`src/hdl/ddcc_pkg.sv`:
```
// Shared types, codes and constants for the differential drive command controller.
// Used by ddcc_lane and the top level; depends on nothing.
`default_nettype none
package ddcc_pkg;

	localparam int InTdataW  = 136;
	localparam int OutTdataW = 56;
	localparam int DivBits   = 26;
	localparam int CntW      = $clog2(DivBits);
	localparam int Lanes     = 4;

	localparam logic [14:0] TargetLimitRst = 15'd15000;
	localparam logic [14:0] SlewStepRst    = 15'd500;
	localparam logic [9:0]  PwmLimitRst    = 10'd800;
	localparam logic [14:0] FullSpeedRst   = 15'd15000;
	localparam logic [31:0] TimeoutRst     = 32'd500;
	localparam logic [3:0]  WheelEnRst     = 4'hF;
	localparam logic [14:0] ClearLimitRst  = 15'd100;
	localparam bit          RearDriveDef   = 1'b0;

	typedef enum logic [2:0] {
		FUNC_TICK    = 3'd0,
		FUNC_ACQUIRE = 3'd1,
		FUNC_SPEED   = 3'd2,
		FUNC_STOP    = 3'd3,
		FUNC_RELEASE = 3'd4,
		FUNC_ESTOP   = 3'd5,
		FUNC_CLEAR   = 3'd6
	} func_t;

	typedef enum logic [1:0] {
		ST_OK      = 2'd0,
		ST_BAD     = 2'd1,
		ST_FAULTED = 2'd2,
		ST_BUSY    = 2'd3
	} status_t;

	typedef enum logic [2:0] {
		CFG_TARGET_LIMIT = 3'd0,
		CFG_SLEW_STEP    = 3'd1,
		CFG_PWM_LIMIT    = 3'd2,
		CFG_FULL_SPEED   = 3'd3,
		CFG_TIMEOUT      = 3'd4,
		CFG_WATCHDOG     = 3'd5,
		CFG_WHEEL_EN     = 3'd6,
		CFG_CLEAR_LIMIT  = 3'd7
	} cfg_idx_t;

	typedef enum logic [1:0] {
		FSM_IDLE,
		FSM_DIV,
		FSM_DONE
	} fsm_t;

	// Scaling settings that every lane shares.
	typedef struct packed {
		logic [9:0]  pwm_limit;
		logic [14:0] full_speed;
	} lane_cfg_t;

	// Symmetric clamp of a widened side value to the target limit.
	function automatic logic signed [15:0] clamp_tgt(input logic signed [17:0] x,
			input logic [14:0] lim);
		logic signed [17:0] l;
		logic signed [17:0] r;
		l = signed'({3'b000, lim});
		if (x > l) begin
			r = l;
		end else if (x < -l) begin
			r = -l;
		end else begin
			r = x;
		end
		return r[15:0];
	endfunction

endpackage
`default_nettype wire

```
`src/hdl/differential_drive_command_controller_top.sv`:
```
// Top level of the differential drive command controller: command decode,
// watchdog, slew and the merge of four ddcc_lane results. Depends on ddcc_pkg.
`default_nettype none
// One input word is taken at a time. A command word, or a tick that is stopped
// or trips the watchdog, goes through the done state into the output register.
// A tick in speed mode runs four lanes in parallel, each with a 26-step serial
// divider, and its result is registered once all four lanes are done. The block
// is ready for the next word as the result is loaded into the output register.
// A stalled output holds the block until the result word leaves that register.
// Rear drive outputs stay zero unless REAR_DRIVE is 1. Configuration writes are
// always accepted and should only be made while the block is idle.
module differential_drive_command_controller_top import ddcc_pkg::*; #(
	parameter bit REAR_DRIVE = RearDriveDef
) (
	input  wire logic                 clk,
	input  wire logic                 arst_n,
	input  wire logic                 s_tvalid,
	output logic                      s_tready,
	// owner_id[1:0], linear_cps[17:2], turn_cps[33:18], now_ms[65:34],
	// speed_fl[81:66], speed_fr[97:82], speed_rl[113:98], speed_rr[129:114], zeros
	input  wire logic [InTdataW-1:0]  s_tdata,
	// func[2:0]
	input  wire logic [2:0]           s_tuser,
	output logic                      m_tvalid,
	input  wire logic                 m_tready,
	// status[1:0], drive_on[2], drive_fl[13:3], drive_fr[24:14], drive_rl[35:25],
	// drive_rr[46:36], speed_mode[47], fault_code[48], current_owner[50:49], zeros
	output logic [OutTdataW-1:0]      m_tdata,
	input  wire logic                 cfg_valid,
	output logic                      cfg_ready,
	input  wire logic [2:0]           cfg_index,
	input  wire logic [31:0]          cfg_data
);

	logic [14:0] target_limit_q, slew_step_q, full_speed_q, clear_limit_q;
	logic [9:0]  pwm_limit_q;
	logic [31:0] timeout_q;
	logic        watchdog_q;
	logic [3:0]  wheel_en_q;

	logic               mode_q, fault_q;
	logic [1:0]         owner_q;
	logic signed [15:0] lgoal_q, rgoal_q, lapp_q, rapp_q;
	logic [31:0]        last_q;

	fsm_t state_q, state_d;
	logic go_q;
	logic [1:0] res_status_q;
	logic       res_on_q;
	logic signed [10:0] res_drv_q [Lanes];
	logic [OutTdataW-1:0] out_q;
	logic out_valid_q;

	logic [2:0]         func;
	logic [1:0]         own;
	logic signed [15:0] lin, turn;
	logic [31:0]        now;
	logic signed [15:0] spd [Lanes];

	logic               accept;
	logic               run_tick;
	logic [1:0]         status_d;
	logic               mode_d, fault_d;
	logic [1:0]         owner_d;
	logic signed [15:0] lgoal_d, rgoal_d, lapp_d, rapp_d;
	logic [31:0]        last_d;
	logic               out_free;
	logic [Lanes-1:0]   lane_done;
	logic               lanes_done;
	logic signed [10:0] lane_drv [Lanes];
	lane_cfg_t          lcfg;

	assign func = s_tuser;
	assign own  = s_tdata[1:0];
	assign lin  = signed'(s_tdata[17:2]);
	assign turn = signed'(s_tdata[33:18]);
	assign now  = s_tdata[65:34];
	assign spd[0] = signed'(s_tdata[81:66]);
	assign spd[1] = signed'(s_tdata[97:82]);
	assign spd[2] = signed'(s_tdata[113:98]);
	assign spd[3] = signed'(s_tdata[129:114]);

	assign cfg_ready  = 1'b1;
	assign s_tready   = (state_q == FSM_IDLE);
	assign accept     = s_tvalid && s_tready;
	assign out_free   = !out_valid_q || m_tready;
	assign lanes_done = &lane_done;

	always_ff @(posedge clk or negedge arst_n) begin
		if (!arst_n) begin
			target_limit_q <= TargetLimitRst;
			slew_step_q    <= SlewStepRst;
			pwm_limit_q    <= PwmLimitRst;
			full_speed_q   <= FullSpeedRst;
			timeout_q      <= TimeoutRst;
			watchdog_q     <= 1'b1;
			wheel_en_q     <= WheelEnRst;
			clear_limit_q  <= ClearLimitRst;
		end else if (cfg_valid) begin
			case (cfg_idx_t'(cfg_index))
				CFG_TARGET_LIMIT: target_limit_q <= cfg_data[14:0];
				CFG_SLEW_STEP:    slew_step_q    <= cfg_data[14:0];
				CFG_PWM_LIMIT:    pwm_limit_q    <= cfg_data[9:0];
				CFG_FULL_SPEED:   full_speed_q   <= cfg_data[14:0];
				CFG_TIMEOUT:      timeout_q      <= cfg_data;
				CFG_WATCHDOG:     watchdog_q     <= cfg_data[0];
				CFG_WHEEL_EN:     wheel_en_q     <= cfg_data[3:0];
				CFG_CLEAR_LIMIT:  clear_limit_q  <= cfg_data[14:0];
				default: ;
			endcase
		end
	end

	// Command decode and per-word state update.
	always_comb begin
		logic signed [15:0] l, t;
		logic signed [17:0] dl, dr, st;
		logic               stop_all;
		logic               too_fast;
		status_d = ST_OK;
		mode_d   = mode_q;
		fault_d  = fault_q;
		owner_d  = owner_q;
		lgoal_d  = lgoal_q;
		rgoal_d  = rgoal_q;
		lapp_d   = lapp_q;
		rapp_d   = rapp_q;
		last_d   = last_q;
		run_tick = 1'b0;
		stop_all = 1'b0;
		too_fast = 1'b0;
		l  = '0;
		t  = '0;
		st = signed'({3'b000, slew_step_q});
		dl = 18'(lgoal_q) - 18'(lapp_q);
		dr = 18'(rgoal_q) - 18'(rapp_q);
		case (func)
			FUNC_TICK: begin
				if (mode_q) begin
					if (watchdog_q && (now - last_q) >= timeout_q) begin
						stop_all = 1'b1;
						owner_d  = '0;
						fault_d  = 1'b1;
						status_d = ST_FAULTED;
					end else begin
						run_tick = 1'b1;
						if (dl > st) lapp_d = 16'(18'(lapp_q) + st);
						else if (dl < -st) lapp_d = 16'(18'(lapp_q) - st);
						else lapp_d = lgoal_q;
						if (dr > st) rapp_d = 16'(18'(rapp_q) + st);
						else if (dr < -st) rapp_d = 16'(18'(rapp_q) - st);
						else rapp_d = rgoal_q;
					end
				end
			end
			FUNC_ACQUIRE: begin
				if (own == '0) status_d = ST_BAD;
				else if (fault_q) status_d = ST_FAULTED;
				else if (owner_q != '0 && owner_q != own) status_d = ST_BUSY;
				else begin
					if (owner_q == '0) last_d = now;
					owner_d = own;
				end
			end
			FUNC_SPEED: begin
				if (fault_q) status_d = ST_FAULTED;
				else if (own == '0 || owner_q != own) status_d = ST_BUSY;
				else begin
					l = clamp_tgt(18'(lin), target_limit_q);
					t = clamp_tgt(18'(turn), target_limit_q);
					lgoal_d = clamp_tgt(18'(l) - 18'(t), target_limit_q);
					rgoal_d = clamp_tgt(18'(l) + 18'(t), target_limit_q);
					mode_d  = 1'b1;
					last_d  = now;
				end
			end
			FUNC_STOP: begin
				if (own == '0 || owner_q != own) status_d = ST_BUSY;
				else begin
					stop_all = 1'b1;
					last_d   = now;
				end
			end
			FUNC_RELEASE: begin
				if (own == '0 || owner_q != own) status_d = ST_BUSY;
				else begin
					stop_all = 1'b1;
					owner_d  = '0;
					last_d   = '0;
				end
			end
			FUNC_ESTOP: begin
				stop_all = 1'b1;
				owner_d  = '0;
				last_d   = '0;
			end
			FUNC_CLEAR: begin
				if (fault_q) begin
					for (int i = 0; i < Lanes; i++) begin
						if (wheel_en_q[i] && (spd[i][15] ? 17'(-18'(spd[i]))
								: 17'(spd[i])) > 17'(clear_limit_q)) begin
							too_fast = 1'b1;
						end
					end
					if (mode_q || too_fast) status_d = ST_BUSY;
					else begin
						fault_d = 1'b0;
						last_d  = '0;
					end
				end
			end
			default: status_d = ST_BAD;
		endcase
		if (stop_all) begin
			mode_d  = 1'b0;
			lgoal_d = '0;
			rgoal_d = '0;
			lapp_d  = '0;
			rapp_d  = '0;
		end
	end

	always_comb begin
		state_d = state_q;
		case (state_q)
			FSM_IDLE: if (accept) state_d = run_tick ? FSM_DIV : FSM_DONE;
			FSM_DIV:  if (lanes_done) state_d = FSM_DONE;
			FSM_DONE: if (out_free) state_d = FSM_IDLE;
			default:  state_d = FSM_IDLE;
		endcase
	end

	always_ff @(posedge clk or negedge arst_n) begin
		if (!arst_n) begin
			state_q     <= FSM_IDLE;
			go_q        <= 1'b0;
			out_valid_q <= 1'b0;
			mode_q      <= 1'b0;
			fault_q     <= 1'b0;
			owner_q     <= '0;
			lgoal_q     <= '0;
			rgoal_q     <= '0;
			lapp_q      <= '0;
			rapp_q      <= '0;
			last_q      <= '0;
		end else begin
			state_q <= state_d;
			go_q    <= accept && run_tick;
			if (accept) begin
				mode_q  <= mode_d;
				fault_q <= fault_d;
				owner_q <= owner_d;
				lgoal_q <= lgoal_d;
				rgoal_q <= rgoal_d;
				lapp_q  <= lapp_d;
				rapp_q  <= rapp_d;
				last_q  <= last_d;
			end
			if (state_q == FSM_DONE && out_free) begin
				out_valid_q <= 1'b1;
			end else if (m_tready) begin
				out_valid_q <= 1'b0;
			end
		end
	end

	always_ff @(posedge clk) begin
		if (accept) begin
			res_status_q <= status_d;
			res_on_q     <= run_tick;
			for (int i = 0; i < Lanes; i++) res_drv_q[i] <= '0;
		end else if (state_q == FSM_DIV && lanes_done) begin
			for (int i = 0; i < Lanes; i++) res_drv_q[i] <= lane_drv[i];
		end
		if (state_q == FSM_DONE && out_free) begin
			out_q <= {5'b0, owner_q, fault_q, mode_q, res_drv_q[3], res_drv_q[2],
				res_drv_q[1], res_drv_q[0], res_on_q, res_status_q};
		end
	end

	assign lcfg = '{pwm_limit: pwm_limit_q, full_speed: full_speed_q};

	for (genvar g = 0; g < Lanes; g++) begin : g_lane
		ddcc_lane u_lane (
			.clk    (clk),
			.arst_n (arst_n),
			.start  (go_q),
			.target ((g % 2 == 0) ? lapp_q : rapp_q),
			.enable (wheel_en_q[g] && (g < 2 || REAR_DRIVE)),
			.cfg    (lcfg),
			.done   (lane_done[g]),
			.drive  (lane_drv[g])
		);
	end

	assign m_tvalid = out_valid_q;
	assign m_tdata  = out_q;

endmodule
`default_nettype wire

```
`src/hdl/ddcc_lane.sv`:
```
// One wheel lane: feedforward scaling of a side target into a drive permille.
// Multiplies, then divides bit-serially and clamps. Depends on ddcc_pkg.
`default_nettype none
module ddcc_lane import ddcc_pkg::*; (
	input  wire logic               clk,
	input  wire logic               arst_n,
	input  wire logic               start,
	input  wire logic signed [15:0] target,
	input  wire logic               enable,
	input  wire lane_cfg_t          cfg,
	output logic                    done,
	output logic signed [10:0]      drive
);

	logic                busy_q;
	logic                fin_q;
	logic                done_q;
	logic [CntW-1:0]     cnt_q;
	logic [DivBits-1:0]  quo_q;
	logic [14:0]         rem_q;
	logic [14:0]         div_q;
	logic [9:0]          lim_q;
	logic                neg_q;
	logic                zero_q;
	logic signed [10:0]  drive_q;

	logic [15:0]         mag;
	logic [15:0]         trial;
	logic                fits;
	logic [10:0]         clipped;

	assign mag   = target[15] ? 16'(-target) : 16'(target);
	assign trial = {rem_q, quo_q[DivBits-1]};
	assign fits  = trial >= {1'b0, div_q};

	always_comb begin
		if (quo_q > DivBits'(lim_q)) begin
			clipped = {1'b0, lim_q};
		end else begin
			clipped = quo_q[10:0];
		end
	end

	always_ff @(posedge clk or negedge arst_n) begin
		if (!arst_n) begin
			busy_q <= 1'b0;
			fin_q  <= 1'b0;
			done_q <= 1'b0;
			cnt_q  <= '0;
		end else begin
			done_q <= fin_q;
			fin_q  <= 1'b0;
			if (start) begin
				busy_q <= 1'b1;
				cnt_q  <= '0;
			end else if (busy_q) begin
				cnt_q <= cnt_q + 1'b1;
				if (cnt_q == CntW'(DivBits - 1)) begin
					busy_q <= 1'b0;
					fin_q  <= 1'b1;
				end
			end
		end
	end

	always_ff @(posedge clk) begin
		if (start) begin
			quo_q  <= DivBits'(mag * cfg.pwm_limit);
			rem_q  <= '0;
			div_q  <= (cfg.full_speed == '0) ? 15'd1 : cfg.full_speed;
			lim_q  <= cfg.pwm_limit;
			neg_q  <= target[15];
			zero_q <= !enable || (target == '0);
		end else if (busy_q) begin
			// Restoring division: the quotient shifts in where the dividend leaves.
			if (fits) begin
				rem_q <= 15'(trial - {1'b0, div_q});
			end else begin
				rem_q <= trial[14:0];
			end
			quo_q <= {quo_q[DivBits-2:0], fits};
		end
		if (fin_q) begin
			if (zero_q) begin
				drive_q <= '0;
			end else if (neg_q) begin
				drive_q <= -signed'(clipped);
			end else begin
				drive_q <= signed'(clipped);
			end
		end
	end

	assign done  = done_q;
	assign drive = drive_q;

endmodule
`default_nettype wire
```
`config.mk`:
```
export PLATFORM = sky130hd
export DESIGN_NAME = differential_drive_command_controller_top
export DESIGN_NICKNAME = d
export VERILOG_FILES = /design/src/hdl/ddcc_pkg.sv /design/src/hdl/differential_drive_command_controller_top.sv /design/src/hdl/ddcc_lane.sv
export SDC_FILE = /design/constraint.sdc
export NUM_CORES = 2
export LEC_CHECK = 0
export BUFFER_PORTS_ARGS = -buffer_cell sky130_fd_sc_hd__buf_4
export CAP_MARGIN = 30
export CORE_UTILIZATION = 60
export CTS_CLUSTER_DIAMETER = 200
export DETAILED_ROUTE_END_ITERATION = 16
export PLACE_DENSITY = 0.87
export SETUP_SLACK_MARGIN = 0.3
export SLEW_MARGIN = 20
export SYNTH_ARGS = -nofsm -noshare
export SYNTH_HDL_FRONTEND = slang
export SYNTH_SLANG_ARGS = --single-unit
```
`constraint.sdc`:
```
create_clock -name clk -period 19.8 [get_ports clk]
set_input_delay 3.96 -clock clk [delete_from_list [all_inputs] [get_ports clk]]
set_output_delay 3.96 -clock clk [all_outputs]
set_load 0.02 [all_outputs]
```
==> impl_metrics.yaml <==
pwr:
  combPwrFrac: 0.573
  worst_ir_drop_vdd_v: 0.0001122
  total_power_mw: 4.943
  intPower_mw: 2.709
  p_per_area_mw_per_mm2: 98.17
  power_frac_seq: 0.239
  power.leakage_nw: 23.98
  sw_frac_of_total: 0.4520
  switching_power_mw: 2.234
  clockPowerShare: 0.188
clock_tree:
  cts_buffers: 49
  cts-root-buf: "clkbuf_16"
  worstSkewPairLatency_ns: 0.62
  path_clk_slew_ns: 0.06
  cts_hold_buf: 0
  cts_setup_buffers: 0
  cts.repair.resized: 0
  clk_path_buf_depth: 3
  htreeDepth: 2
  cts_sinks: 430
  cts_tree: "done"
sta:
  min_period_ns: 11.20
  rsz0062_at_grt: "false"
  tns_ns: 0
  fmax_mhz: 89.30
  maxSlewHeadroom: 0.3034
  slew_violations: 0
  setup_viol: 0
  tightest_slew_ns: 1.044
  hold_violations: 0
  period_share: 0.5656
  skew_ns: 0.02510
synth:
  ys_seq_elements: 430
  synthArstFlopShare: 0.5651
  ys_seq_area_frac: 0.2484
  yosysUniqueCellTypes: 95
  yosys-top-cells-area: "ha_1, dfrtp_1, edfxtp_1"
  ys_warn_count: 0
  synthCells: 5102
  ys.flop_type: "dfrtp_1"
  yosys.area.top_type: "ha_1"
  avgSynthCellArea_sq_um: 9.029
  synth_edf_count: 157
  synth_top_area_share: 0.1687
  syn_area_sq_mm: 0.04606
final_layout:
  fill_cells: 5915
  final_nets: 6273
  register_area_sq_mm: 0.01145
  final_core_util: 0.6629
  multi_input_area_sq_mm: 0.03200
  final_cell_mix: "ha_1, inv_1, nand2_1, nor2_1, o21ai_0"
  drive_gt1_frac: 0.1005
  final_common_cell: "ha_1"
  syn2layout_area_growth_pct: 9.303
setup_path:
  worst_ep_arrival_time_ns: 11.69
  critPathRequiredTime_ns: 20.29
  crit_type: "primary input to register"
  path_common_cell: "o21a_1"
  slowest_stage: "a21o_1"
  critPathMaxStageDelay_ns: 0.73
  rr_endpoint: "rgoal_q[0]$_DFFE_PN0P_"
  rrSetupSlack_ns: 9.20
  cp_max_fo: 29
  reg2reg_depth: 37
  timing.rr.start: "target_limit_q[1]$_DFFE_PN0P_"
  crit_path_end_kind: "register"
  startpoint_type: "primary input"
detailed_routing:
  drtPass1Iterations: 8
  via_per_inst: 6.175
  drtIter0Drc: 3421
  drt-total-wl_um: 125000
  ant_nets: 0
  drc: 0
  wl_per_cell_um: 19.77
  vias: 39030
floorplanning:
  die_w_um: 279.1
  ios: 238
  start_util: 0.6065
  die_area_sq_mm: 0.07789
  rows: 101
  coreArea_sq_mm: 0.07595
  dieHeight_um: 279.1
place:
  dp_hpwl_um: 94600
  gp_congestion: 0.9610
  io_buffers: 203
global_routing:
  overflow: 0
  grt_pass1_wl_um: 201500
  grt_max_degree: 91
  antenna_found_initial: 11
  grt_pass1_vias: 39010
  track_usage: 0.3207
worst_hold_path:
  worstHoldPathCells: 0
  min_from: "g_lane[2].u_lane.fin_q$_DFF_PN0_"
  holdPathEnd: "g_lane[2].u_lane.done$_DFF_PN0_"
  hold_class: "register to register"
job:
  cap_violations: 0
outcome:
  outcome: "finished, final reports clean"
per-layer routing:
layer,GRT usage,part of all wire
met5,0,0.00034
met4,0.1638,0.053
met3,0.05548,0.075
met2,0.5327,0.47
met1,0.4007,0.40
worst max-delay path by stage:
stage,slack [ns],startpoint,depth (start not counted),end
2_1_floorplan,9.94,s_tdata[19],30,lgoal_q[12]$_DFFE_PN0P_
3_3_place_gp,8.03,s_tdata[19],30,lgoal_q[3]$_DFFE_PN0P_
3_5_place_dp,8.11,s_tdata[19],31,lgoal_q[2]$_DFFE_PN0P_
4_1_cts,8.73,s_tdata[19],31,lgoal_q[2]$_DFFE_PN0P_
5_1_grt,8.01,s_tdata[19],31,lgoal_q[8]$_DFFE_PN0P_
6_report,8.60,s_tdata[19],35,rgoal_q[0]$_DFFE_PN0P_
Yosys cell counts, drive strengths merged, types with 39 or more instances:
library cell / n
a211oi: 76
a21o: 115
a21oi: 262
a22o: 40
and2: 166
buf: 58
clkbuf: 145
dfrtp: 206
edfxtp: 157
fa: 231
ha: 621
inv: 489
mux2: 105
mux2i: 70
nand2: 487
nand2b: 62
nand3: 74
nand4: 66
nor2: 318
nor2b: 58
nor3: 87
o21a: 44
o21ai: 295
o21bai: 39
o31ai: 46
xnor2: 252
xor2: 72
sequential cells by signal, summed over array words and instances (netlist names), 10 cells and up:
register             flops
target_limit_q          15
clear_limit_q           15
g_lane.u_lane.rem_q     30
rapp_q                  16
lgoal_q                 16
g_lane.u_lane.drive     22
timeout_q               32
g_lane.u_lane.cnt_q     20
last_q                  32
g_lane.u_lane.quo_q     52
lapp_q                  16
g_lane.u_lane.div_q     15
slew_step_q             15
m_tdata                 29
pwm_limit_q             10
rgoal_q                 16
res_drv_q               22
full_speed_q            15
g_lane.u_lane.lim_q     10
layout make-up:
class                           count  share of cell area
Antenna cell                        8           0.0003976
Clock buffer                       55             0.02540
Clock inverter                     37            0.006859
Inverter                          492             0.03668
Multi-Input combinational cell   4003              0.6355
Sequential cell                   430              0.2274
Tap cell                         1030             0.02560
Timing Repair Buffer              266             0.04225
critical path, delay by kind of cell:
kind | cells | cell delay [ns]
AO/OA/AOI/OAI | 20 | 4.26
XOR/XNOR | 1 | 0.17
adder cells (fa/ha/maj) | 4 | 1.36
buffers and inverters | 3 | 0.90
AND/OR/NAND/NOR | 7 | 1.00
power groups by stage:
stage | registers [mW] | logic, mW | clock network, mW
6_report | 1.18 | 2.83 | 0.929
5_1_grt | 1.19 | 3.13 | 0.973
4_1_cts | 1.18 | 2.77 | 0.939
3_5_place_dp | 1.19 | 2.74 | 0
3_3_place_gp | 1.19 | 2.63 | 0
2_1_floorplan | 1.14 | 2.07 | 0
through the flow:
stage / cells / cell area (sq um) / setup WS, ns / hold WS (ns)
floorplan: 5128 / 46160 / 9.944 / 0.3312
global placement: 6200 / 48420 / 8.025 / 0.3323
detailed placement: 6211 / 48560 / 8.114 / 0.3347
CTS: 6303 / 50180 / 8.734 / 0.3495
global route: 6319 / 50340 / 8.010 / 0.3635
finish: 6321 / 50350 / 8.602 / 0.3443
kinds of logic after synthesis:
family          Yosys count  synth area share
fa+ha+maj               854            0.2695
flops                   430            0.2484
compound gates         1155            0.1635
other cells               2         0.0001630
simple gates           1467            0.1542
xor+xnor                324           0.06217
buf+inv                 695           0.06052
mux                     175           0.04153
Power figures use the tool's default switching activity.
